==> src/eps_pkg.sv <==
// Shared constants, widths and state type for the edge pool sampler.
// Depends on nothing; eps_mod, the top level and the testbench use it, eps_ram does not.
package eps_pkg;

  localparam int MAX_NODES  = 64;
  localparam int POOL_DEPTH = MAX_NODES * (MAX_NODES - 1);
  localparam int NODE_W     = 6;
  localparam int NCFG_W     = 7;
  localparam int SLOT_W     = $clog2(POOL_DEPTH);
  localparam int CNT_W      = 13;
  localparam int PAIR_W     = 2 * NODE_W;
  localparam int RAND_W     = 31;
  localparam int STEP_W     = $clog2(RAND_W);
  localparam int MODE_W     = 2;
  localparam int STAT_W     = 2;
  localparam int REM_W      = 12;
  localparam int APB_AW     = 3;
  localparam int APB_DW     = 32;

  localparam logic [MODE_W-1:0] MODE_FILL   = 2'd0;
  localparam logic [MODE_W-1:0] MODE_REMOVE = 2'd1;
  localparam logic [MODE_W-1:0] MODE_DRAW   = 2'd2;

  localparam logic [STAT_W-1:0] STATUS_OK     = 2'd0;
  localparam logic [STAT_W-1:0] STATUS_EMPTY  = 2'd1;
  localparam logic [STAT_W-1:0] STATUS_ABSENT = 2'd2;

  localparam logic [NCFG_W-1:0] NODES_RESET = NCFG_W'(MAX_NODES);
  localparam logic [NCFG_W-1:0] NODES_MIN   = 7'd2;

  typedef enum logic [3:0] {
    S_IDLE,
    S_FILL,
    S_RM_IDX,
    S_RM_SLOT,
    S_RM_CHK,
    S_DIV,
    S_DR_RD,
    S_DR_GET,
    S_SW_LAST,
    S_SW_MAP
  } state_e;

endpackage

==> src/eps_mod.sv <==
// Bit-serial restoring modulo unit: one quotient bit per cycle.
// Depends on eps_pkg for the operand widths.
module eps_mod (
  input  logic                        clk_i,
  input  logic                        rst_ni,
  input  logic                        start_i,
  input  logic [eps_pkg::RAND_W-1:0]  dividend_i,
  input  logic [eps_pkg::CNT_W-1:0]   divisor_i,
  output logic                        done_o,
  output logic [eps_pkg::SLOT_W-1:0]  rem_o
);
  import eps_pkg::*;

  logic              busy_q, busy_d;
  logic              done_q, done_d;
  logic [STEP_W-1:0] cnt_q, cnt_d;
  logic [RAND_W-1:0] dvd_q, dvd_d;
  logic [CNT_W-1:0]  dvs_q, dvs_d;
  logic [CNT_W-1:0]  rem_q, rem_d;
  logic [CNT_W:0]    trial;

  always_comb begin
    busy_d = busy_q;
    done_d = 1'b0;
    cnt_d  = cnt_q;
    dvd_d  = dvd_q;
    dvs_d  = dvs_q;
    rem_d  = rem_q;
    trial  = {rem_q, dvd_q[RAND_W-1]};
    if (start_i) begin
      busy_d = 1'b1;
      cnt_d  = STEP_W'(RAND_W - 1);
      dvd_d  = dividend_i;
      dvs_d  = divisor_i;
      rem_d  = '0;
    end else if (busy_q) begin
      dvd_d = {dvd_q[RAND_W-2:0], 1'b0};
      if (trial >= {1'b0, dvs_q}) begin
        rem_d = CNT_W'(trial - {1'b0, dvs_q});
      end else begin
        rem_d = trial[CNT_W-1:0];
      end
      if (cnt_q == '0) begin
        busy_d = 1'b0;
        done_d = 1'b1;
      end else begin
        cnt_d = cnt_q - STEP_W'(1);
      end
    end
  end

  always_ff @(posedge clk_i or negedge rst_ni) begin
    if (!rst_ni) begin
      busy_q <= 1'b0;
      done_q <= 1'b0;
    end else begin
      busy_q <= busy_d;
      done_q <= done_d;
    end
  end

  always_ff @(posedge clk_i) begin
    cnt_q <= cnt_d;
    dvd_q <= dvd_d;
    dvs_q <= dvs_d;
    rem_q <= rem_d;
  end

  assign done_o = done_q;
  assign rem_o  = rem_q[SLOT_W-1:0];

endmodule

==> config.mk <==
export PLATFORM = sky130hd
export DESIGN_NAME = eps_mod
export DESIGN_NICKNAME = d
export VERILOG_FILES = /design/src/eps_pkg.sv /design/src/eps_mod.sv
export SDC_FILE = /design/constraint.sdc
export NUM_CORES = 1
export LEC_CHECK = 0
export BUFFER_PORTS_ARGS = -buffer_cell sky130_fd_sc_hd__buf_2
export CAP_MARGIN = 20
export CORE_ASPECT_RATIO = 1.2
export CORE_MARGIN = 5
export CORE_UTILIZATION = 45
export DETAILED_ROUTE_END_ITERATION = 12
export GPL_ROUTABILITY_DRIVEN = 0
export PLACE_DENSITY = 0.8
export SLEW_MARGIN = 20
export SYNTH_ARGS = -nofsm -noshare
export SYNTH_HDL_FRONTEND = slang
export SYNTH_SLANG_ARGS = --single-unit
export TNS_END_PERCENT = 5
==> constraint.sdc <==
create_clock -name clk_i -period 2.4 [get_ports clk_i]
set_input_delay 0.24 -clock clk_i [delete_from_list [all_inputs] [get_ports clk_i]]
set_output_delay 0.24 -clock clk_i [all_outputs]
set_load 0.02 [all_outputs]
======== Word-level counts from Yosys, hierarchy flattened ========
Index checks and enable logic that the tools add are counted.
operators by class
  add/subtract/negate cells ............... 2
  order comparisons ....................... 1
  muxes and demuxes ....................... 9
  bitwise logic cells ..................... 1
  reduce and logical (&&, ||, !) cells .... 3
operators by type and width
  kind                                                                count
  31-bit 2-to-1 mux                                                   2
  14-bit by 13-bit >= comparator with 1-bit output                    1
  13-bit 2-to-1 mux                                                   1
  13-bit subtractor                                                   1
  1-bit 2-to-1 mux                                                    6
  5-bit zero test                                                     1
  5-bit by 1-bit subtractor with 5-bit output, second input constant  1
  2-bit AND reduction                                                 1
  2-bit nonzero test                                                  1
  1-bit NOT                                                           1
word-level totals
  bits in registers ....................... 64
  output and inout bits ................... 13

======== Depth between registers and ports, before layout ========
  word-level depth ........................ 4
  depth in mapped cells ................... 11
  mapped depth without buffers ............ 10

======== Worst setup path after synthesis ========
Ideal clock, no wire load.
  kind .................................... flip-flop to flip-flop
  from .................................... reg dvd_q[30]
  to ...................................... reg rem_q[0]
  arrival time ............................ 2,266 ps
  required time ........................... 2,321 ps
  path slack .............................. 54 ps
  cell stages (with the launch flop) ...... 12
  period minus slack after synthesis ...... 2,346 ps
  cell sequence ........................... edfxtp_1 -> inv_1 -> ha_1 -> fa_1 -> nand2b_1 -> a21oi_2 -> o21ai_2 -> a21oi_2 -> a2111oi_4 -> buf_6 -> mux2_1 -> a211oi_2
on the way
  longest elaborated chain between the ends .. 2
  elaborated cells on any way between the ends .. 3
ends and longest elaborated chain
  element                                                                                       RTL line                      text
  start: declaration                                                                            eps_mod.sv:17                 logic [RAND_W-1:0] dvd_q, dvd_d;
  start signal: assignment                                                                      eps_mod.sv:64                 dvd_q <= dvd_d;
  13-bit subtractor / 14-bit by 13-bit >= comparator with 1-bit output (equally long branches)  eps_mod.sv:39, eps_mod.sv:38
  13-bit 2-to-1 mux *                                                                           eps_mod.sv:38                 if (trial >= {1'b0, dvs_q}) begin
  end signal: assignment                                                                        eps_mod.sv:66                 rem_q <= rem_d;
  end: declaration                                                                              eps_mod.sv:19                 logic [CNT_W-1:0] rem_q, rem_d;
Every way passes the cells marked *; elsewhere a longest branch is shown, timed or not.
A chain may end at the register's enable or synchronous reset.

======== Worst setup path after layout ========
Ends and elaborated chain as after synthesis.

==> flow_metrics.py <==
metrics = {
    "floorplanning": {
        "rows": 34,
        "fp.coreArea_um2": 7230,
        "initial_core_util": 0.459,
        "ioPinCount": 60,
        "die_w_um": 88.4,
        "fp.dieH_um": 104,
        "dieArea_um2": 9200,
    },
    "timing": {
        "hold_ws_ps": 74.4,
        "finalHoldViolations": 0,
        "slew_violations": 0,
        "worstMarginPinSlew_ps": 595,
        "finalWorstSetupSlack_ps": 82.2,
        "max_slew_margin": 0.602,
        "rsz0062_at_grt": "yes",
        "setup_tns_ps": 0,
        "clock_skew_ps": 6.95,
        "period_needed_ps": 2320,
        "setup_viol": 0,
        "max_freq_ghz": 0.431,
        "finalCritPeriodShare": 0.966,
    },
    "placement": {
        "port_buffers": 59,
        "place_ws_ps": -27.4,
        "post-dp-hpwl_mm": 4.75,
        "post_dp_cell_area_um2": 3690,
    },
    "grt": {
        "grt.total_usage": 0.149,
        "antenna_found_initial": 0,
        "grt_pass1_vias": 2331,
        "grt_max_degree": 32,
        "gr-total-overflow": 0,
        "grt_pass1_wl_mm": 10.6,
    },
    "clock_tree": {
        "root_buffer": "clkbuf_8",
        "cts_max_level": 3,
        "cts_buffer_depth": 2,
        "cts_tree": "done",
        "cts_buffers": 9,
        "clk_latency_ps": 340,
        "cts.sinks": 64,
        "cts_setup_buffers": 0,
        "path_clk_slew_ps": 70,
    },
    "route": {
        "num_vias": 2283,
        "remaining_drc_errors": 0,
        "drt_iter0_markers": 81,
        "totalWireLength_mm": 6.55,
        "viasPerCell": 5.24,
        "dr.pass1.iters": 4,
        "wl_per_cell_um": 15.0,
        "ant_nets": 0,
    },
    "synthesis": {
        "async_reset_ff_frac": 0.0313,
        "synthMostInstantiatedCell": "edfxtp_1",
        "ys.warnings.count": 0,
        "synthCells": 280,
        "synth_cell_types": 47,
        "syn_area_um2": 3320,
        "syn_avg_cell_area_um2": 11.9,
        "synth_ff_type": "edfxtp_1",
        "ys_ff_latch": 64,
        "synth_nets": 343,
        "synth_top_area_share": 0.398,
        "yosysSeqAreaShare": 0.521,
        "synth_area_leaders": "edfxtp_1, dfxtp_1, mux2_2",
        "synth_area_leader_cell": "edfxtp_1",
        "synth_commonest_cells": "edfxtp_1, mux2_2, inv_1",
        "synth-edff-count": 44,
    },
    "critical_path": {
        "crit_slowest_cell": "mux2_1",
        "crit_path_max_incr_delay_ps": 380,
        "arrival_ps": 2570,
        "start_kind": "flip-flop",
        "crit_fanout": 3,
        "crit_path_end_kind": "flip-flop",
        "required_ps": 2660,
        "critical_path.cell_chain": "inv_1 > ha_2 > fa_2 > nand2b_4 > a21oi_4 > o21ai_2 > a21oi_2 > a2111oi_4 > mux2_1 > a211oi_2",
        "path_class": "reg2reg",
    },
    "final_layout": {
        "final_area_um2": 3940,
        "antenna_cells": 0,
        "syn2layout_area_growth_pct": 18.6,
        "drive_above_1_share": 0.373,
        "nFillCells": 635,
        "final_nets": 405,
    },
    "min_path": {
        "hp-class": "in2reg",
    },
    "power_and_ir_drop": {
        "peakVddDrop_v": 0.000629,
        "total_power_mw": 3.96,
        "powerDensity_nw_per_um2": 1000,
        "p_leak_nw": 1.73,
    },
    "flow_run": {
        "maxCapViolCount": 0,
    },
    "outcome": {
        "status": "completed",
    },
}
## metal layers
metal	global-route usage	vias up	part of all wire
met2	0.245	65	0.51
met1	0.173	1081	0.41
met4	0.0670	0	0.020
li1	-	1123	-
met5	0	-	0
met3	0.0499	14	0.068
## stage by stage
stage / cells / util
after floorplan: 280 / -
after global placement: 420 / 0.511
after detailed placement: 420 / 0.511
after CTS: 436 / 0.540
after global routing: 436 / 0.544
final: 436 / 0.544
## registers in the layout, indices dropped and copies added, names as in the netlist
register	cells
dvd_q	31
done_o	1
dvs_q	13
rem_q	13
busy_q	1
cnt_q	5
## placed cells by master, fill, tap and decap left out, types with 2 or more instances in the layout
| master | instances |
|---|---|
| inv_1 | 19 |
| mux2_2 | 30 |
| a32oi_1 | 2 |
| a21o_1 | 3 |
| or3_1 | 3 |
| o21ai_0 | 3 |
| a21oi_1 | 12 |
| a211oi_1 | 4 |
| a31oi_1 | 2 |
| dfxtp_1 | 18 |
| nor4_2 | 2 |
| nor3_1 | 4 |
| a211oi_2 | 2 |
| nand3_1 | 12 |
| bufinv_16 | 2 |
| xnor2_1 | 4 |
| xor2_1 | 6 |
| nor2b_1 | 3 |
| clkbuf_8 | 9 |
| o21ai_1 | 2 |
| nand2b_1 | 6 |
| ha_1 | 14 |
| clkinv_1 | 2 |
| mux2i_1 | 5 |
| and2_1 | 2 |
| a211o_1 | 3 |
| dfrtp_1 | 2 |
| a21oi_2 | 3 |
| buf_2 | 59 |
| edfxtp_1 | 44 |
| buf_4 | 10 |
| or2_2 | 2 |
| nand2_1 | 12 |
| nor2_1 | 18 |
## logic make-up after synthesis
group / share of synthesized area
AOI/OAI and AO/OA: 0.0991
xor gates and xnor gates: 0.0264
adders and majority gates: 0.0625
buffers and inverters: 0.0633
DFF: 0.521
muxes: 0.120
and+or+nand+nor: 0.107
## worst max-delay path: cells and delay by family (launching register included)
kind	cells	cell delay [ps]
compound gates	5	890
fa+ha+maj	2	390
mux	1	380
flops	1	360
simple gates	1	140
buf+inv	1	80
## repair_timing
item                                   CTS  global route
hold buffers                             1             0
resized for setup                        0             7
setup endpoints to repair                4            11
pin swaps                                1             2
endpoints found under the hold margin    2             0
## layout make-up
class                   count  area (um2)  area share
clock inverters             5        72.6      0.0184
repair buffers             72         412       0.105
inverters                  19        71.3      0.0181
flip-flops and latches     64        1730       0.440
well taps                  90         113      0.0286
multi-input cells         176        1410       0.358
clock buffers              10         128      0.0324
## worst paths after layout
path	start	end	slack (ps)	depth (start not counted)
max in group asynchronous	rst_ni	busy_q	2090	2
setup reg to reg	dvd_q[30]	rem_q[0]	80	10
min in group asynchronous	rst_ni	done_o	210	2
hold reg to reg	cnt_q[4]	cnt_q[4]	490	1
setup / recovery	dvd_q[30]	rem_q[0]	80	10
hold / removal	divisor_i[2]	dvs_q[2]	70	1
## power by group
group          total, mW  switching (mW)  internal, mW
clock              0.970           0.400         0.571
sequential          1.48           0.122          1.36
combinational       1.51           0.800         0.706
(Power assumes the default switching activity.)
